===== src/rtl/cfsg_pkg.sv =====
// Shared constants and types for the filled-circle span generator.
package cfsg_pkg;

   // Default sizes of the radius and of the center coordinates.
   localparam int RADIUS_BITS_DEFAULT = 11;
   localparam int COORD_BITS_DEFAULT  = 16;

   // Fixed widths of the result coordinates, the color and the register port.
   localparam int OUT_BITS       = 17;
   localparam int COLOR_BITS     = 32;
   localparam int CSR_DATA_BITS  = 32;
   localparam int CSR_INDEX_BITS = 2;

   typedef logic signed [OUT_BITS-1:0] coord_out_type;
   typedef logic [COLOR_BITS-1:0]      color_type;

   // Register indexes of the configuration port.
   typedef enum logic [CSR_INDEX_BITS-1:0] {
      CSR_CENTER_X = 2'd0,
      CSR_CENTER_Y = 2'd1,
      CSR_RADIUS   = 2'd2,
      CSR_COLOR    = 2'd3
   } csr_index_type;

endpackage


===== src/rtl/cfsg_front.sv =====
// Input stage: range check of the row offset and the radicand product.
module cfsg_front
   import cfsg_pkg::*;
#(
   parameter int RADIUS_BITS = RADIUS_BITS_DEFAULT
) (
   input  logic                       clock,
   input  logic                       reset,
   input  logic                       in_valid,
   output logic                       in_ready,
   input  logic [RADIUS_BITS-1:0]     in_row_offset,
   input  logic [RADIUS_BITS-1:0]     radius,
   output logic                       out_valid,
   input  logic                       out_ready,
   output logic [2*RADIUS_BITS-1:0]   out_rem,
   output logic [RADIUS_BITS:0]       out_side
);

   localparam int PROD_BITS = 2 * RADIUS_BITS;

   logic                   valid_ff, valid_in;
   logic [PROD_BITS-1:0]   rem_ff, rem_in;
   logic [RADIUS_BITS:0]   side_ff, side_in;
   logic                   in_range;
   logic [RADIUS_BITS:0]   span_term;
   logic [PROD_BITS-1:0]   product;

   // The stage takes a new transaction when empty or when its content moves on.
   assign in_ready = !valid_ff || out_ready;

   // Radicand dy * (2R - dy); it is at most R squared when dy is in range.
   always_comb begin
      in_range  = (in_row_offset != '0) && (in_row_offset <= radius);
      span_term = {radius, 1'b0} - {1'b0, in_row_offset};
      product   = PROD_BITS'(in_row_offset) * PROD_BITS'(span_term);
      rem_in    = in_range ? product : '0;
      side_in   = {in_range, in_row_offset};
      valid_in  = in_ready ? in_valid : valid_ff;
   end

   // Valid bit with reset.
   always_ff @(posedge clock) begin
      if (reset) begin
         valid_ff <= 1'b0;
      end else begin
         valid_ff <= valid_in;
      end
   end

   // Payload registers load whenever the stage can take data.
   always_ff @(posedge clock) begin
      if (in_ready) begin
         rem_ff  <= rem_in;
         side_ff <= side_in;
      end
   end

   assign out_valid = valid_ff;
   assign out_rem   = rem_ff;
   assign out_side  = side_ff;

endmodule


===== src/rtl/cfsg_sqrt_stage.sv =====
// One stage of the pipelined integer square root: settles one root bit.
module cfsg_sqrt_stage
   import cfsg_pkg::*;
#(
   parameter int RADIUS_BITS = RADIUS_BITS_DEFAULT,
   parameter int STEP        = 0
) (
   input  logic                       clock,
   input  logic                       reset,
   input  logic                       in_valid,
   output logic                       in_ready,
   input  logic [2*RADIUS_BITS-1:0]   in_rem,
   input  logic [RADIUS_BITS-1:0]     in_root,
   input  logic [RADIUS_BITS:0]       in_side,
   output logic                       out_valid,
   input  logic                       out_ready,
   output logic [2*RADIUS_BITS-1:0]   out_rem,
   output logic [RADIUS_BITS-1:0]     out_root,
   output logic [RADIUS_BITS:0]       out_side
);

   localparam int PROD_BITS = 2 * RADIUS_BITS;

   logic                   valid_ff, valid_in;
   logic [PROD_BITS-1:0]   rem_ff, rem_in;
   logic [RADIUS_BITS-1:0] root_ff, root_in;
   logic [RADIUS_BITS:0]   side_ff;
   logic [PROD_BITS-1:0]   trial;
   logic                   fits;

   assign in_ready = !valid_ff || out_ready;

   // The remainder holds v - root^2. Setting this bit adds
   // root * 2^(STEP+1) + 2^(2*STEP) to the square; the root has no bits
   // at or below STEP yet, so the two terms do not overlap.
   always_comb begin
      trial   = (PROD_BITS'(in_root) << (STEP + 1)) | (PROD_BITS'(1) << (2 * STEP));
      fits    = in_rem >= trial;
      rem_in  = fits ? (in_rem - trial) : in_rem;
      root_in = fits ? (in_root | (RADIUS_BITS'(1) << STEP)) : in_root;
      valid_in = in_ready ? in_valid : valid_ff;
   end

   // Valid bit with reset.
   always_ff @(posedge clock) begin
      if (reset) begin
         valid_ff <= 1'b0;
      end else begin
         valid_ff <= valid_in;
      end
   end

   // Payload registers.
   always_ff @(posedge clock) begin
      if (in_ready) begin
         rem_ff  <= rem_in;
         root_ff <= root_in;
         side_ff <= in_side;
      end
   end

   assign out_valid = valid_ff;
   assign out_rem   = rem_ff;
   assign out_root  = root_ff;
   assign out_side  = side_ff;

endmodule


===== src/rtl/cfsg_back.sv =====
// Output stage: span end points, mirrored rows and the result register.
module cfsg_back
   import cfsg_pkg::*;
#(
   parameter int RADIUS_BITS = RADIUS_BITS_DEFAULT,
   parameter int COORD_BITS  = COORD_BITS_DEFAULT
) (
   input  logic                          clock,
   input  logic                          reset,
   input  logic                          in_valid,
   output logic                          in_ready,
   input  logic [RADIUS_BITS-1:0]        in_root,
   input  logic [RADIUS_BITS:0]          in_side,
   input  logic signed [COORD_BITS-1:0]  center_x,
   input  logic signed [COORD_BITS-1:0]  center_y,
   input  logic [RADIUS_BITS-1:0]        radius,
   input  color_type                     fill_color,
   output logic                          rsp_valid,
   input  logic                          rsp_ready,
   output logic                          rsp_span_valid,
   output coord_out_type                 rsp_x_left,
   output coord_out_type                 rsp_x_right,
   output coord_out_type                 rsp_y_upper,
   output coord_out_type                 rsp_y_lower,
   output color_type                     rsp_span_color
);

   localparam int WIDE_BITS = ((COORD_BITS > RADIUS_BITS) ? COORD_BITS : RADIUS_BITS) + 2;
   localparam int CALC_BITS = (WIDE_BITS > OUT_BITS) ? WIDE_BITS : OUT_BITS;

   logic                  valid_ff, valid_in;
   logic                  span_ff;
   coord_out_type         x_left_ff, x_right_ff, y_upper_ff, y_lower_ff;
   color_type             color_ff;
   logic                  in_range;
   logic [CALC_BITS-1:0]  cx_wide, cy_wide, dx_wide, dy_wide, r_wide;
   logic [CALC_BITS-1:0]  x_left_wide, x_right_wide, y_upper_wide, y_lower_wide;

   assign in_ready = !valid_ff || rsp_ready;

   // Sign-extend the center, zero-extend the magnitudes, and wrap to the output width.
   always_comb begin
      in_range     = in_side[RADIUS_BITS];
      cx_wide      = {{(CALC_BITS-COORD_BITS){center_x[COORD_BITS-1]}}, center_x};
      cy_wide      = {{(CALC_BITS-COORD_BITS){center_y[COORD_BITS-1]}}, center_y};
      dx_wide      = {{(CALC_BITS-RADIUS_BITS){1'b0}}, in_root};
      dy_wide      = {{(CALC_BITS-RADIUS_BITS){1'b0}}, in_side[RADIUS_BITS-1:0]};
      r_wide       = {{(CALC_BITS-RADIUS_BITS){1'b0}}, radius};
      x_left_wide  = cx_wide - dx_wide;
      x_right_wide = cx_wide + dx_wide;
      y_upper_wide = cy_wide + dy_wide - r_wide;
      y_lower_wide = cy_wide - dy_wide + r_wide;
      valid_in     = in_ready ? in_valid : valid_ff;
   end

   // Valid bit with reset.
   always_ff @(posedge clock) begin
      if (reset) begin
         valid_ff <= 1'b0;
      end else begin
         valid_ff <= valid_in;
      end
   end

   // Result register; an out-of-range row gives all-zero fields.
   always_ff @(posedge clock) begin
      if (in_ready) begin
         span_ff    <= in_range;
         x_left_ff  <= in_range ? x_left_wide[OUT_BITS-1:0]  : '0;
         x_right_ff <= in_range ? x_right_wide[OUT_BITS-1:0] : '0;
         y_upper_ff <= in_range ? y_upper_wide[OUT_BITS-1:0] : '0;
         y_lower_ff <= in_range ? y_lower_wide[OUT_BITS-1:0] : '0;
         color_ff   <= in_range ? fill_color : '0;
      end
   end

   assign rsp_valid      = valid_ff;
   assign rsp_span_valid = span_ff;
   assign rsp_x_left     = x_left_ff;
   assign rsp_x_right    = x_right_ff;
   assign rsp_y_upper    = y_upper_ff;
   assign rsp_y_lower    = y_lower_ff;
   assign rsp_span_color = color_ff;

endmodule


===== src/rtl/circle_fill_span_generator.sv =====
// Filled-circle span generator: configuration registers and the stage chain.
//
// Program the center, radius and fill color through the csr_ write port
// while no transaction is in flight. Each request transaction carries one
// row offset dy; each response transaction returns the span
// center_x -/+ floor(sqrt(dy * (2R - dy))), the two mirrored rows, the color
// and span_valid, which is low (all fields zero) when dy is 0 or above R.
// Both channels are valid/ready; one response comes back per request, in order.
// Each request passes in order through registered stages: the range check
// and radicand product, the square root chain, which settles the root bits
// most significant first, and the output adders and result register.
// A new request is taken every cycle while responses are taken.
// Every stage holds its own valid bit and moves when the next one is empty
// or moving, so a stalled receiver fills the chain up from the output
// register back; nothing is dropped or repeated, and empty stages still
// take requests. Synchronous reset empties all stages and clears the
// configuration registers to zero.
module circle_fill_span_generator
   import cfsg_pkg::*;
#(
   parameter int RADIUS_BITS = RADIUS_BITS_DEFAULT,
   parameter int COORD_BITS  = COORD_BITS_DEFAULT
) (
   input  logic                       clock,
   input  logic                       reset,
   input  logic                       csr_write_en,
   input  logic [CSR_INDEX_BITS-1:0]  csr_index,
   input  logic [CSR_DATA_BITS-1:0]   csr_write_data,
   input  logic                       req_valid,
   output logic                       req_ready,
   input  logic [RADIUS_BITS-1:0]     req_row_offset,
   output logic                       rsp_valid,
   input  logic                       rsp_ready,
   output logic                       rsp_span_valid,
   output coord_out_type              rsp_x_left,
   output coord_out_type              rsp_x_right,
   output coord_out_type              rsp_y_upper,
   output coord_out_type              rsp_y_lower,
   output color_type                  rsp_span_color
);

   localparam int PROD_BITS = 2 * RADIUS_BITS;

   logic signed [COORD_BITS-1:0] center_x_ff, center_y_ff;
   logic [RADIUS_BITS-1:0]       radius_ff;
   color_type                    color_ff;

   logic [RADIUS_BITS:0]         chain_valid;
   logic [RADIUS_BITS:0]         chain_ready;
   logic [PROD_BITS-1:0]         chain_rem  [RADIUS_BITS+1];
   logic [RADIUS_BITS-1:0]       chain_root [RADIUS_BITS+1];
   logic [RADIUS_BITS:0]         chain_side [RADIUS_BITS+1];

   // Configuration registers.
   always_ff @(posedge clock) begin
      if (reset) begin
         center_x_ff <= '0;
         center_y_ff <= '0;
         radius_ff   <= '0;
         color_ff    <= '0;
      end else if (csr_write_en) begin
         unique case (csr_index_type'(csr_index))
            CSR_CENTER_X: center_x_ff <= csr_write_data[COORD_BITS-1:0];
            CSR_CENTER_Y: center_y_ff <= csr_write_data[COORD_BITS-1:0];
            CSR_RADIUS:   radius_ff   <= csr_write_data[RADIUS_BITS-1:0];
            CSR_COLOR:    color_ff    <= csr_write_data[COLOR_BITS-1:0];
            default: begin
            end
         endcase
      end
   end

   // Range check and radicand.
   cfsg_front #(
      .RADIUS_BITS(RADIUS_BITS)
   ) u_front (
      .clock         (clock),
      .reset         (reset),
      .in_valid      (req_valid),
      .in_ready      (req_ready),
      .in_row_offset (req_row_offset),
      .radius        (radius_ff),
      .out_valid     (chain_valid[0]),
      .out_ready     (chain_ready[0]),
      .out_rem       (chain_rem[0]),
      .out_side      (chain_side[0])
   );

   assign chain_root[0] = '0;

   // Square root chain, most significant root bit first.
   for (genvar k = 0; k < RADIUS_BITS; k++) begin : g_sqrt
      cfsg_sqrt_stage #(
         .RADIUS_BITS(RADIUS_BITS),
         .STEP       (RADIUS_BITS - 1 - k)
      ) u_stage (
         .clock     (clock),
         .reset     (reset),
         .in_valid  (chain_valid[k]),
         .in_ready  (chain_ready[k]),
         .in_rem    (chain_rem[k]),
         .in_root   (chain_root[k]),
         .in_side   (chain_side[k]),
         .out_valid (chain_valid[k+1]),
         .out_ready (chain_ready[k+1]),
         .out_rem   (chain_rem[k+1]),
         .out_root  (chain_root[k+1]),
         .out_side  (chain_side[k+1])
      );
   end

   // Span end points and result register.
   cfsg_back #(
      .RADIUS_BITS(RADIUS_BITS),
      .COORD_BITS (COORD_BITS)
   ) u_back (
      .clock          (clock),
      .reset          (reset),
      .in_valid       (chain_valid[RADIUS_BITS]),
      .in_ready       (chain_ready[RADIUS_BITS]),
      .in_root        (chain_root[RADIUS_BITS]),
      .in_side        (chain_side[RADIUS_BITS]),
      .center_x       (center_x_ff),
      .center_y       (center_y_ff),
      .radius         (radius_ff),
      .fill_color     (color_ff),
      .rsp_valid      (rsp_valid),
      .rsp_ready      (rsp_ready),
      .rsp_span_valid (rsp_span_valid),
      .rsp_x_left     (rsp_x_left),
      .rsp_x_right    (rsp_x_right),
      .rsp_y_upper    (rsp_y_upper),
      .rsp_y_lower    (rsp_y_lower),
      .rsp_span_color (rsp_span_color)
   );

endmodule


===== config.mk =====
export PLATFORM = sky130hd
export DESIGN_NAME = circle_fill_span_generator
export DESIGN_NICKNAME = d
export VERILOG_FILES = /design/src/rtl/cfsg_pkg.sv /design/src/rtl/cfsg_front.sv /design/src/rtl/cfsg_sqrt_stage.sv /design/src/rtl/cfsg_back.sv /design/src/rtl/circle_fill_span_generator.sv
export SDC_FILE = /design/constraint.sdc
export NUM_CORES = 1
export LEC_CHECK = 0
export BUFFER_PORTS_ARGS = -buffer_cell sky130_fd_sc_hd__buf_2
export CORE_MARGIN = 2
export CORE_UTILIZATION = 40
export DETAILED_ROUTE_END_ITERATION = 10
export PLACE_DENSITY_LB_ADDON = 0.1
export SLEW_MARGIN = 20
export SYNTH_ARGS = -nofsm -noshare
export SYNTH_HDL_FRONTEND = slang
export SYNTH_SLANG_ARGS = --single-unit

===== constraint.sdc =====
create_clock -name clock -period 12.74 [get_ports clock]
set_input_delay 3.822 -clock clock [delete_from_list [all_inputs] [get_ports clock]]
set_output_delay 3.822 -clock clock [all_outputs]
set_load 0.01 [all_outputs]

# Word level (Yosys, flattened, before mapping)
# Cells that the tools add are included.
[word_totals]
regBits = 696
inputBits = 50
output_inout_bits = 103
word_cells = 144
[classes]
addsub = 17
n_mul = 1
n_lt_le_gt_ge = 12
eq_ne = 3
muxes = 11
reduce_logical = 33
[ops]
columns = ["operator", "count"]
rows = [
  ["22-bit 2-to-1 mux", 10],
  ["16-bit by 12-bit adder with 17-bit output", 2],
  ["16-bit by 12-bit subtractor with 17-bit output", 2],
  ["22-bit by 12-bit greater-or-equal comparator with 1-bit output", 1],
  ["22-bit by 13-bit greater-or-equal comparator with 1-bit output", 1],
  ["22-bit by 14-bit greater-or-equal comparator with 1-bit output", 1],
  ["22-bit by 15-bit greater-or-equal comparator with 1-bit output", 1],
  ["22-bit by 16-bit greater-or-equal comparator with 1-bit output", 1],
  ["22-bit by 17-bit greater-or-equal comparator with 1-bit output", 1],
  ["22-bit by 18-bit greater-or-equal comparator with 1-bit output", 1],
  ["22-bit by 19-bit greater-or-equal comparator with 1-bit output", 1],
  ["22-bit by 20-bit greater-or-equal comparator with 1-bit output", 1],
  ["22-bit by 21-bit greater-or-equal comparator with 1-bit output", 1],
  ["22-bit by 21-bit greater-or-equal comparator with 1-bit output, second input constant", 1],
  ["11-bit by 12-bit multiplier with 22-bit output", 1],
  ["22-bit by 13-bit subtractor with 22-bit output", 1],
  ["22-bit by 14-bit subtractor with 22-bit output", 1],
  ["22-bit by 15-bit subtractor with 22-bit output", 1],
  ["22-bit by 16-bit subtractor with 22-bit output", 1],
  ["22-bit by 17-bit subtractor with 22-bit output", 1],
  ["22-bit by 18-bit subtractor with 22-bit output", 1],
  ["22-bit by 19-bit subtractor with 22-bit output", 1],
  ["22-bit by 20-bit subtractor with 22-bit output", 1],
  ["22-bit by 21-bit subtractor with 22-bit output", 1],
  ["other kinds (14)", 42],
]

# Longest topological paths before layout
# Gate-level depths: netlist of run 1.
[logic_depth]
ltp_word = 14
ltp_mapped = 29
ltp_nobuf = 27

# By module
# Synthesis of run 1 repeated with hierarchy kept, for this count alone.
[unflattened]
hier_cells = 3448
hier_area_um2 = 40659.0
[modules_own_cells]
columns = ["mod", "instances", "cells_each", "area_each_um2", "seq_area_each_um2"]
rows = [
  ["cfsg_back", 1, 676, 7080.5, 3022.9],
  ["cfsg_front", 1, 662, 6198.4, 1041.0],
  ["circle_fill_span_generator", 1, 284, 3080.5, 1501.4],
  ["cfsg_sqrt_stage (g_sqrt[10].u_stage)", 1, 202, 2392.3, 1371.3],
  ["cfsg_sqrt_stage (g_sqrt[9].u_stage)", 1, 173, 2268.4, 1371.3],
  ["cfsg_sqrt_stage (g_sqrt[7].u_stage)", 1, 179, 2258.4, 1371.3],
  ["cfsg_sqrt_stage (g_sqrt[8].u_stage)", 1, 174, 2252.2, 1371.3],
  ["cfsg_sqrt_stage (g_sqrt[2].u_stage)", 1, 166, 2240.9, 1371.3],
  ["cfsg_sqrt_stage (g_sqrt[6].u_stage)", 1, 170, 2215.9, 1371.3],
  ["cfsg_sqrt_stage (g_sqrt[4].u_stage)", 1, 158, 2199.6, 1371.3],
  ["cfsg_sqrt_stage (g_sqrt[0].u_stage)", 1, 149, 2169.6, 1371.3],
  ["cfsg_sqrt_stage (g_sqrt[5].u_stage)", 1, 158, 2125.8, 1371.3],
  ["cfsg_sqrt_stage (g_sqrt[3].u_stage)", 1, 149, 2094.5, 1371.3],
  ["cfsg_sqrt_stage (g_sqrt[1].u_stage)", 1, 148, 2082.0, 1371.3],
]

# Least setup slack after synthesis of run 1
# No wires, ideal clock.
[synth_path]
path_kind = "input-to-reg"
startpoint = "in req_row_offset[0]"
endpoint = "reg u_front.rem_ff[20], in the netlist u_front.out_rem[20], data pin"
setup_time_ns = 0.255
t_arrival_ns = 10.559
required_ns = 12.485
setup_slack_ns = 1.926
cell_stages = 29
path_buffers = 2
cell_sequence = "inv_1 > clkbuf_1 > fa_1 > a21o_1 > a21oi_1 > o21bai_1 > a211o_1 > a31o_2 > a21oi_1 > xnor2_1 > clkbuf_1 > nand2_1 > fa_1 > inv_1 > fa_1 > fa_1 > fa_1 > inv_1 > fa_1 > inv_1 > ha_1 > o21a_1 > o21a_1 > and3_1 > a211o_1 > o21ai_1 > a21oi_1 > or3_1 > and3_1"
[synth_between]
elab_chain_cells = 2
word_cells_on_any_way = 5
classes_between = "add/sub: 1; mul: 1; order compare: 1; reduce/logical: 2"
[synth_rtl]
columns = ["item", "line", "rtl"]
rows = [
  ["from (decl)", "circle_fill_span_generator.sv:31", "input logic [RADIUS_BITS-1:0] req_row_offset,"],
  ["12-bit by 11-bit subtractor with 12-bit output, or another cell as far along", "cfsg_front.sv:34", "span_term = {radius, 1'b0} - {1'b0, in_row_offset};"],
  ["11-bit by 12-bit multiplier with 22-bit output or 1-bit logical AND (tied branches)", "cfsg_front.sv:35, cfsg_front.sv:33", ""],
  ["to (signal assigned)", "cfsg_front.sv:53", "rem_ff <= rem_in;"],
  ["to (decl)", "cfsg_front.sv:22", "logic [PROD_BITS-1:0] rem_ff, rem_in;"],
]
# Parallel ways exist; a longest one is shown, timed or not.
# A chain may end at the register's enable or synchronous reset.

# Worst setup path after layout of run 1
[layout_path]
startpoint = "in req_row_offset[1]"
endpoint = "reg u_front.rem_ff[20], in the netlist u_front.out_rem[20], data pin"
# The elaborated chain is that of the path after synthesis.

==> qor.yml, run 1 <==
synth_flop_cell: "edfxtp_1"
multiInputGateArea_um2: 13000
postCtsResizedCells: 0
leakagePower_nw: 15.6
ctsHoldBuffers: 0
holdWs_ns: 0.408
grt_pass1_vias: 20746
clk_path_buf_depth: 3
r2r-end: "u_front.out_rem[20]$_SDFFCE_PN0P_"
reg2reg_slack_ns: 5.03
yosysUniqueCellTypes: 78
seqCellArea_um2: 18300
yosys_warnings: 0
worst_slew_pin_slew_ns: 1.05
vdd_drop_max_uv: 424
avgSynthCellArea_um2: 11.8
first_pass_iters: 5
p_seq_frac: 0.379
status: "finished, final reports clean"
cts.sinks: 639
die-area_um2: 84300
yosysSeqAreaShare: 0.558
swShare: 0.349
yosysTopAreaCellShare: 0.505
endpoint_kind: "flip-flop"
clock_power_share: 0.229
hold_end: "g_sqrt[10].u_stage.out_side[5]$_DFFE_PP_"
coreArea_um2: 81600
critical-path-slowest-cell: "xor2_1"
p_comb_frac: 0.391
start_kind: "input pin"
ys_seq_elements: 639
reg2reg_depth: 25
drc: 0
avgRoutedWirePerCell_um: 16.8
drt_iter0_markers: 864
synthCells: 2782
reg2reg_from: "radius_ff[0]$_SDFFE_PP0P_"
period_share: 0.861
arrival_ns: 11.32
vias: 20234
period_minus_slack_ns: 10.97
p_sw_mw: 2.95
crit_fanout: 14
cts_setup_buffers: 0
cts_buffers: 71
fp.dieW_um: 290
io_buffers: 152
fillerInstances: 7479
slowest_delay_ns: 0.71
grt_setup_unrepaired: "no"
ant_nets: 0
post-dp-hpwl_mm: 52.2
h-tree-depth: 3
grt_max_degree: 89
ios: 153
grt_pass1_wl_mm: 111
start_util: 0.402
path_common_cell: "fa_1"
clkTransAtPathRegs_ns: 0.06
synth_edf_count: 551
grtUsageTotal: 0.165
grt_overflow_total: 0
fmax_mhz: 91.2
finalSetupTns_ns: 0
clockRootBuffer: "clkbuf_16"
setup_viol: 0
antenna_found_initial: 4
worstHoldPathCells: 0
async_reset_ff_frac: 0
cts_tree: "built"
final-hold-violation-count: 0
crit_type: "in2reg"
hp-class: "reg2reg"
p_per_area_nw_per_um2: 228
yosys.area.top_type: "edfxtp_1"
worstHoldStart: "g_sqrt[9].u_stage.out_side[5]$_DFFE_PP_"
worstPathRequired_ns: 13.10
clkLatencyLatePin_ns: 0.62
max-slew-margin-rel: 0.295
maxCapViolCount: 0
syn_area_um2: 32800
drive_above_1_share: 0.105
drv_slew: 0
fin_worst_skew_ns: 0.0359
area_delta_synth_final_pct: 12.7
p_int_mw: 5.49
yosys-top-cells-area: "edfxtp_1 (50%), ha_1 (7.8%), fa_1 (6.9%), dfxtp_1 (5.4%), inv_1 (3.7%)"
die_h_um: 290
syn-num-nets: 3149
globalplace.congestion: 0.883
nNetsFinal: 3314
rows: 105
vias_per_cell: 4.97
routed_wl_mm: 68.6
## layout make-up
type | instances | share of cell area
Inverter | 320 | 0.0325
Multi-Input combinational cell | 1745 | 0.351
Sequential cell | 639 | 0.495
Clock inverter | 37 | 0.00836
Tap cell | 1070 | 0.0362
Timing Repair Buffer | 170 | 0.0243
Clock buffer | 91 | 0.0515
Antenna cell | 3 | 0.000203
## registers in the layout, summed over array words and instances, names as in the netlist, 17 cells and up
register / flops
u_front.out_rem: 22
u_back.rsp_span_color: 32
u_back.rsp_y_lower: 17
g_sqrt.u_stage.out_root: 66
g_sqrt.u_stage.out_rem: 220
color_ff: 32
u_back.rsp_x_right: 17
g_sqrt.u_stage.out_side: 132
## cells by family (layout without fill, tap and decap cells)
family | count (synthesis) | count (layout) | synth area share
adder cells (fa/ha/maj) | 317 | 317 | 0.147
AND/OR/NAND/NOR | 832 | 832 | 0.125
flip-flops | 639 | 639 | 0.558
AO/OA/AOI/OAI | 445 | 445 | 0.0829
multiplexers | 13 | 13 | 0.00420
other | 0 | 3 | 0
buffers and inverters | 398 | 618 | 0.0464
XOR/XNOR | 138 | 138 | 0.0369
## synthesized netlist by cell type (49+ instances only)
cell and instances:
clkbuf_1 69, inv_1 319, xnor2_1 78, edfxtp_1 551, and2_1 114, xor2_1 60, ha_1 204, o21ai_0 96
nand2_1 276, nor2_1 186, a21oi_1 183, fa_1 113, dfxtp_1 88, nor3_1 49
## cell usage in the layout, fill, tap and decap left out, drive strengths merged, types with 102 or more instances in the layout
cell type,instances
edfxtp,551
inv,319
nand2,276
ha,204
nor2,186
a21oi,184
buf,170
and2,114
fa,113
o21ai,102
## critical path, delay by kind of cell
| family | cells | cell delay [ns] |
|---|---|---|
| xor+xnor | 1 | 0.71 |
| buf+inv | 5 | 0.62 |
| fa+ha+maj | 7 | 3.40 |
| compound gates | 10 | 1.92 |
| simple gates | 4 | 0.83 |
## power by group through the flow
stage / logic, mW / registers (mW) / clock network, mW
after floorplan: 2.54 / 3.15 / 0
after global placement: 3.25 / 3.24 / 0
after detailed placement: 3.31 / 3.25 / 0
after CTS: 3.33 / 3.21 / 1.99
after global routing: 3.77 / 3.26 / 2.08
final: 3.30 / 3.20 / 1.93
## stage by stage
step	setup slack, ns	area, um2	instances	total power, mW	util
floorplan	1.93	32800	2782	5.70	-
global placement	1.30	34700	3944	6.49	0.426
detailed placement	1.19	34700	3944	6.56	0.426
CTS	1.84	36900	4072	8.54	0.453
global route	1.46	37000	4074	9.11	0.453
finish	1.77	37000	4075	8.43	0.453
## worst max-delay path by stage
stage | startpoint | endpoint | slack (ns)
after floorplan | req_row_offset[0] | u_front.out_rem[20]$_SDFFCE_PN0P_ | 1.93
after global placement | req_row_offset[1] | u_front.out_rem[20]$_SDFFCE_PN0P_ | 1.30
after detailed placement | req_row_offset[1] | u_front.out_rem[20]$_SDFFCE_PN0P_ | 1.19
after CTS | req_row_offset[1] | u_front.out_rem[20]$_SDFFCE_PN0P_ | 1.84
after global routing | req_row_offset[1] | u_front.out_rem[20]$_SDFFCE_PN0P_ | 1.46
final | req_row_offset[1] | u_front.out_rem[20]$_SDFFCE_PN0P_ | 1.77
## routing by layer
layer / vias up / global-route usage / wire length [um]
met5: - / 0 / 30
met4: 4 / 0.0564 / 1670
met3: 125 / 0.0268 / 2720
met2: 376 / 0.289 / 34300
met1: 9764 / 0.207 / 29900
li1: 9965 / - / -
Note: power is estimated with default switching activity, not from simulation.
==> run 2: changes to the inputs <==
--- a/config.mk
+++ b/config.mk
@@ -9,7 +9,7 @@
 export CORE_MARGIN = 2
 export CORE_UTILIZATION = 40
 export DETAILED_ROUTE_END_ITERATION = 10
-export PLACE_DENSITY_LB_ADDON = 0.1
+export PLACE_DENSITY = 0.57
 export SLEW_MARGIN = 20
 export SYNTH_ARGS = -nofsm -noshare
 export SYNTH_HDL_FRONTEND = slang
==> run 2 against run 1 <==
Maximum frequency up 0.48%. Critical path type unchanged. Die area unchanged. Power up 2.0%. Clock skew up 0.00057 ns. Sequential power about the same. Largest power group unchanged. Critical path depth down 1. Global-route usage down 0.43 points. Critical endpoint unchanged.
==> qor.yml, run 2 (synthesis gave the netlist of run 1 again) <==
status: "finished, final reports clean"
final-hold-violation-count: 0  # unchanged
vias_per_cell: 4.98  # +0.31%
cp-startpoint: "req_row_offset[1]"
maxCapViolCount: 0  # unchanged
worstHoldStart: "g_sqrt[3].u_stage.out_side[3]$_DFFE_PP_"
finalSetupTns_ns: 0  # unchanged
grt_overflow_total: 0  # unchanged
fillerInstances: 7345  # -1.8%
die_h_um: 290  # unchanged
avgRoutedWirePerCell_um: 16.5  # -2.1%
first_pass_iters: 5  # unchanged
vdd_drop_max_uv: 372  # -12%
clockRootBuffer: "clkbuf_16"
drv_slew: 0  # unchanged
drive_above_1_share: 0.108  # +0.00385
drt_iter0_markers: 1166  # +35%
grt_max_degree: 89  # unchanged
antenna_found_initial: 3  # -1
vias: 20312  # +0.39%
nNetsFinal: 3315  # +0.030%
worst_slew_pin_slew_ns: 1.03  # -0.0233 ns
max-slew-margin-rel: 0.311  # +0.0157
hp-class: "reg2reg"
clkTransAtPathRegs_ns: 0.06  # about the same
crit_end: "u_front.out_rem[20]$_SDFFCE_PN0P_"
grtUsageTotal: 0.161  # -0.00432
final_util: 0.456  # +0.00304
largest_register_ffs: 220  # unchanged
grt_pass1_vias: 20944  # +0.95%
io_buffers: 152  # unchanged
start_util: 0.402  # unchanged
ios: 153  # unchanged
p_per_area_nw_per_um2: 231  # +1.3%
coreArea_um2: 81600  # unchanged
final_common_cell: "edfxtp_1"
area_delta_synth_final_pct: 13.4
ctsHoldBuffers: 0  # unchanged
crit_type: "in2reg"
setup_viol: 0  # unchanged
clk_path_buf_depth: 3  # unchanged
reg2reg_slack_ns: 5.07  # +0.04 ns
rows: 105  # unchanged
ant_nets: 0  # unchanged
r2r-end: "u_front.out_rem[20]$_SDFFCE_PN0P_"
globalplace.congestion: 0.858  # -2.8%
postCtsResizedCells: 0  # unchanged
h-tree-depth: 3  # unchanged
start_kind: "input pin"
leakagePower_nw: 15.7  # +0.67%
holdWs_ns: 0.394  # -0.0143 ns
routed_wl_mm: 67.2  # -2.0%
placed_area_um2: 34800  # about the same
cts_buffers: 70  # -1.4%
fp.dieW_um: 290  # unchanged
stdcell_area_um2: 37200  # +0.67%
grt_setup_unrepaired: "no"
worstPathRequired_ns: 13.09  # about the same
arrival_ns: 11.27  # -0.05 ns
grt_pass1_wl_mm: 109  # -1.7%
clkLatencyLatePin_ns: 0.63  # about the same
cts_setup_buffers: 0  # unchanged
crit_fanout: 14  # unchanged
reg2reg_depth: 24  # -4.0%
cts.sinks: 639  # unchanged
period_minus_slack_ns: 10.91  # -0.0521 ns
endpoint_kind: "flip-flop"
post-dp-hpwl_mm: 50.4  # -3.4%
mostFrequentLayoutCells: "edfxtp_1 (551), inv_1 (318), nand2_1 (275)"
period_share: 0.857  # -0.00409
cts_tree: "built"
die-area_um2: 84300  # unchanged
fin_worst_skew_ns: 0.0364  # +0.000572 ns
drc: 0  # unchanged
reg2reg_from: "radius_ff[1]$_SDFFE_PP0P_"
power_mw: 8.60  # +2.0%
fmax_mhz: 91.6  # +0.48%
run 2: cell count changes in the layout (fill, tap and decap cells not counted), sizes merged:
cell | previous run | this run
clkinv | 34 | 25
inv | 319 | 326
clkbuf | 91 | 86
diode | 3 | 2
bufinv | 3 | 9
clkinvlp | 1 | 4
buf | 170 | 172
run 2: cell type report:
cell class / count / area (um2) / area share
clock inverter: 44 / 578 / 0.0155
multi-input combinational: 1745 / 13000 / 0.349
timing repair buffer: 172 / 913 / 0.0246
antenna: 2 / 5.00 / 0.000135
sequential: 639 / 18300 / 0.492
tap: 1070 / 1340 / 0.0360
inverter: 320 / 1200 / 0.0323
clock buffer: 86 / 1860 / 0.0500
run 2: through the flow:
stage	worst slack (ns)	std cells
after global placement	1.38	3946
after floorplan	1.93	2782
after CTS	1.79	4076
final	1.83	4078
after global routing	1.47	4078
after detailed placement	1.18	3946
run 2: worst max-delay path, stage by stage:
cell,delay [ns]
buf_2,0.28
inv_1,0.18
ha_1,0.34
nor2b_1,0.16
o31a_1,0.29
o41ai_1,0.49
o21ai_0,0.16
a21oi_1,0.20
xnor2_1,0.45
nand2_1,0.18
fa_1,0.53
inv_1,0.05
fa_1,0.53
fa_1,0.46
fa_1,0.55
inv_1,0.05
fa_1,0.53
inv_1,0.04
ha_1,0.23
a2111oi_0,0.50
nor2b_1,0.11
a211o_1,0.34
o21ai_1,0.20
a21oi_1,0.11
or3_1,0.31
and3_1,0.17
run 2: how the worst min path moves through the flow:
stage | endpoint | cells past startpoint
floorplan | g_sqrt[0].u_stage.out_rem[0]$_DFFE_PP_ | 0
global placement | g_sqrt[2].u_stage.out_side[11]$_DFFE_PP_ | 0
detailed placement | g_sqrt[0].u_stage.out_side[0]$_DFFE_PP_ | 0
CTS | g_sqrt[4].u_stage.out_side[3]$_DFFE_PP_ | 0
global route | g_sqrt[5].u_stage.out_side[11]$_DFFE_PP_ | 0
finish | g_sqrt[4].u_stage.out_side[3]$_DFFE_PP_ | 0
run 2: report_power, final:
part / internal [mW] / leakage (nW) / switching [mW]
logic: 1.44 / 7.81 / 1.86
clock network: 1.25 / 1.18 / 0.858
registers: 2.92 / 6.75 / 0.269
total: 5.61 / 15.7 / 2.99
run 2: per-layer routing:
| metal | vias to the layer above | track usage | part of all wire |
|---|---|---|---|
| li1 | 9961 | - | - |
| met1 | 9791 | 0.197 | 0.42 |
| met2 | 417 | 0.280 | 0.50 |
| met3 | 141 | 0.0285 | 0.044 |
| met4 | 2 | 0.0640 | 0.036 |
| met5 | - | 0 | 0.00016 |
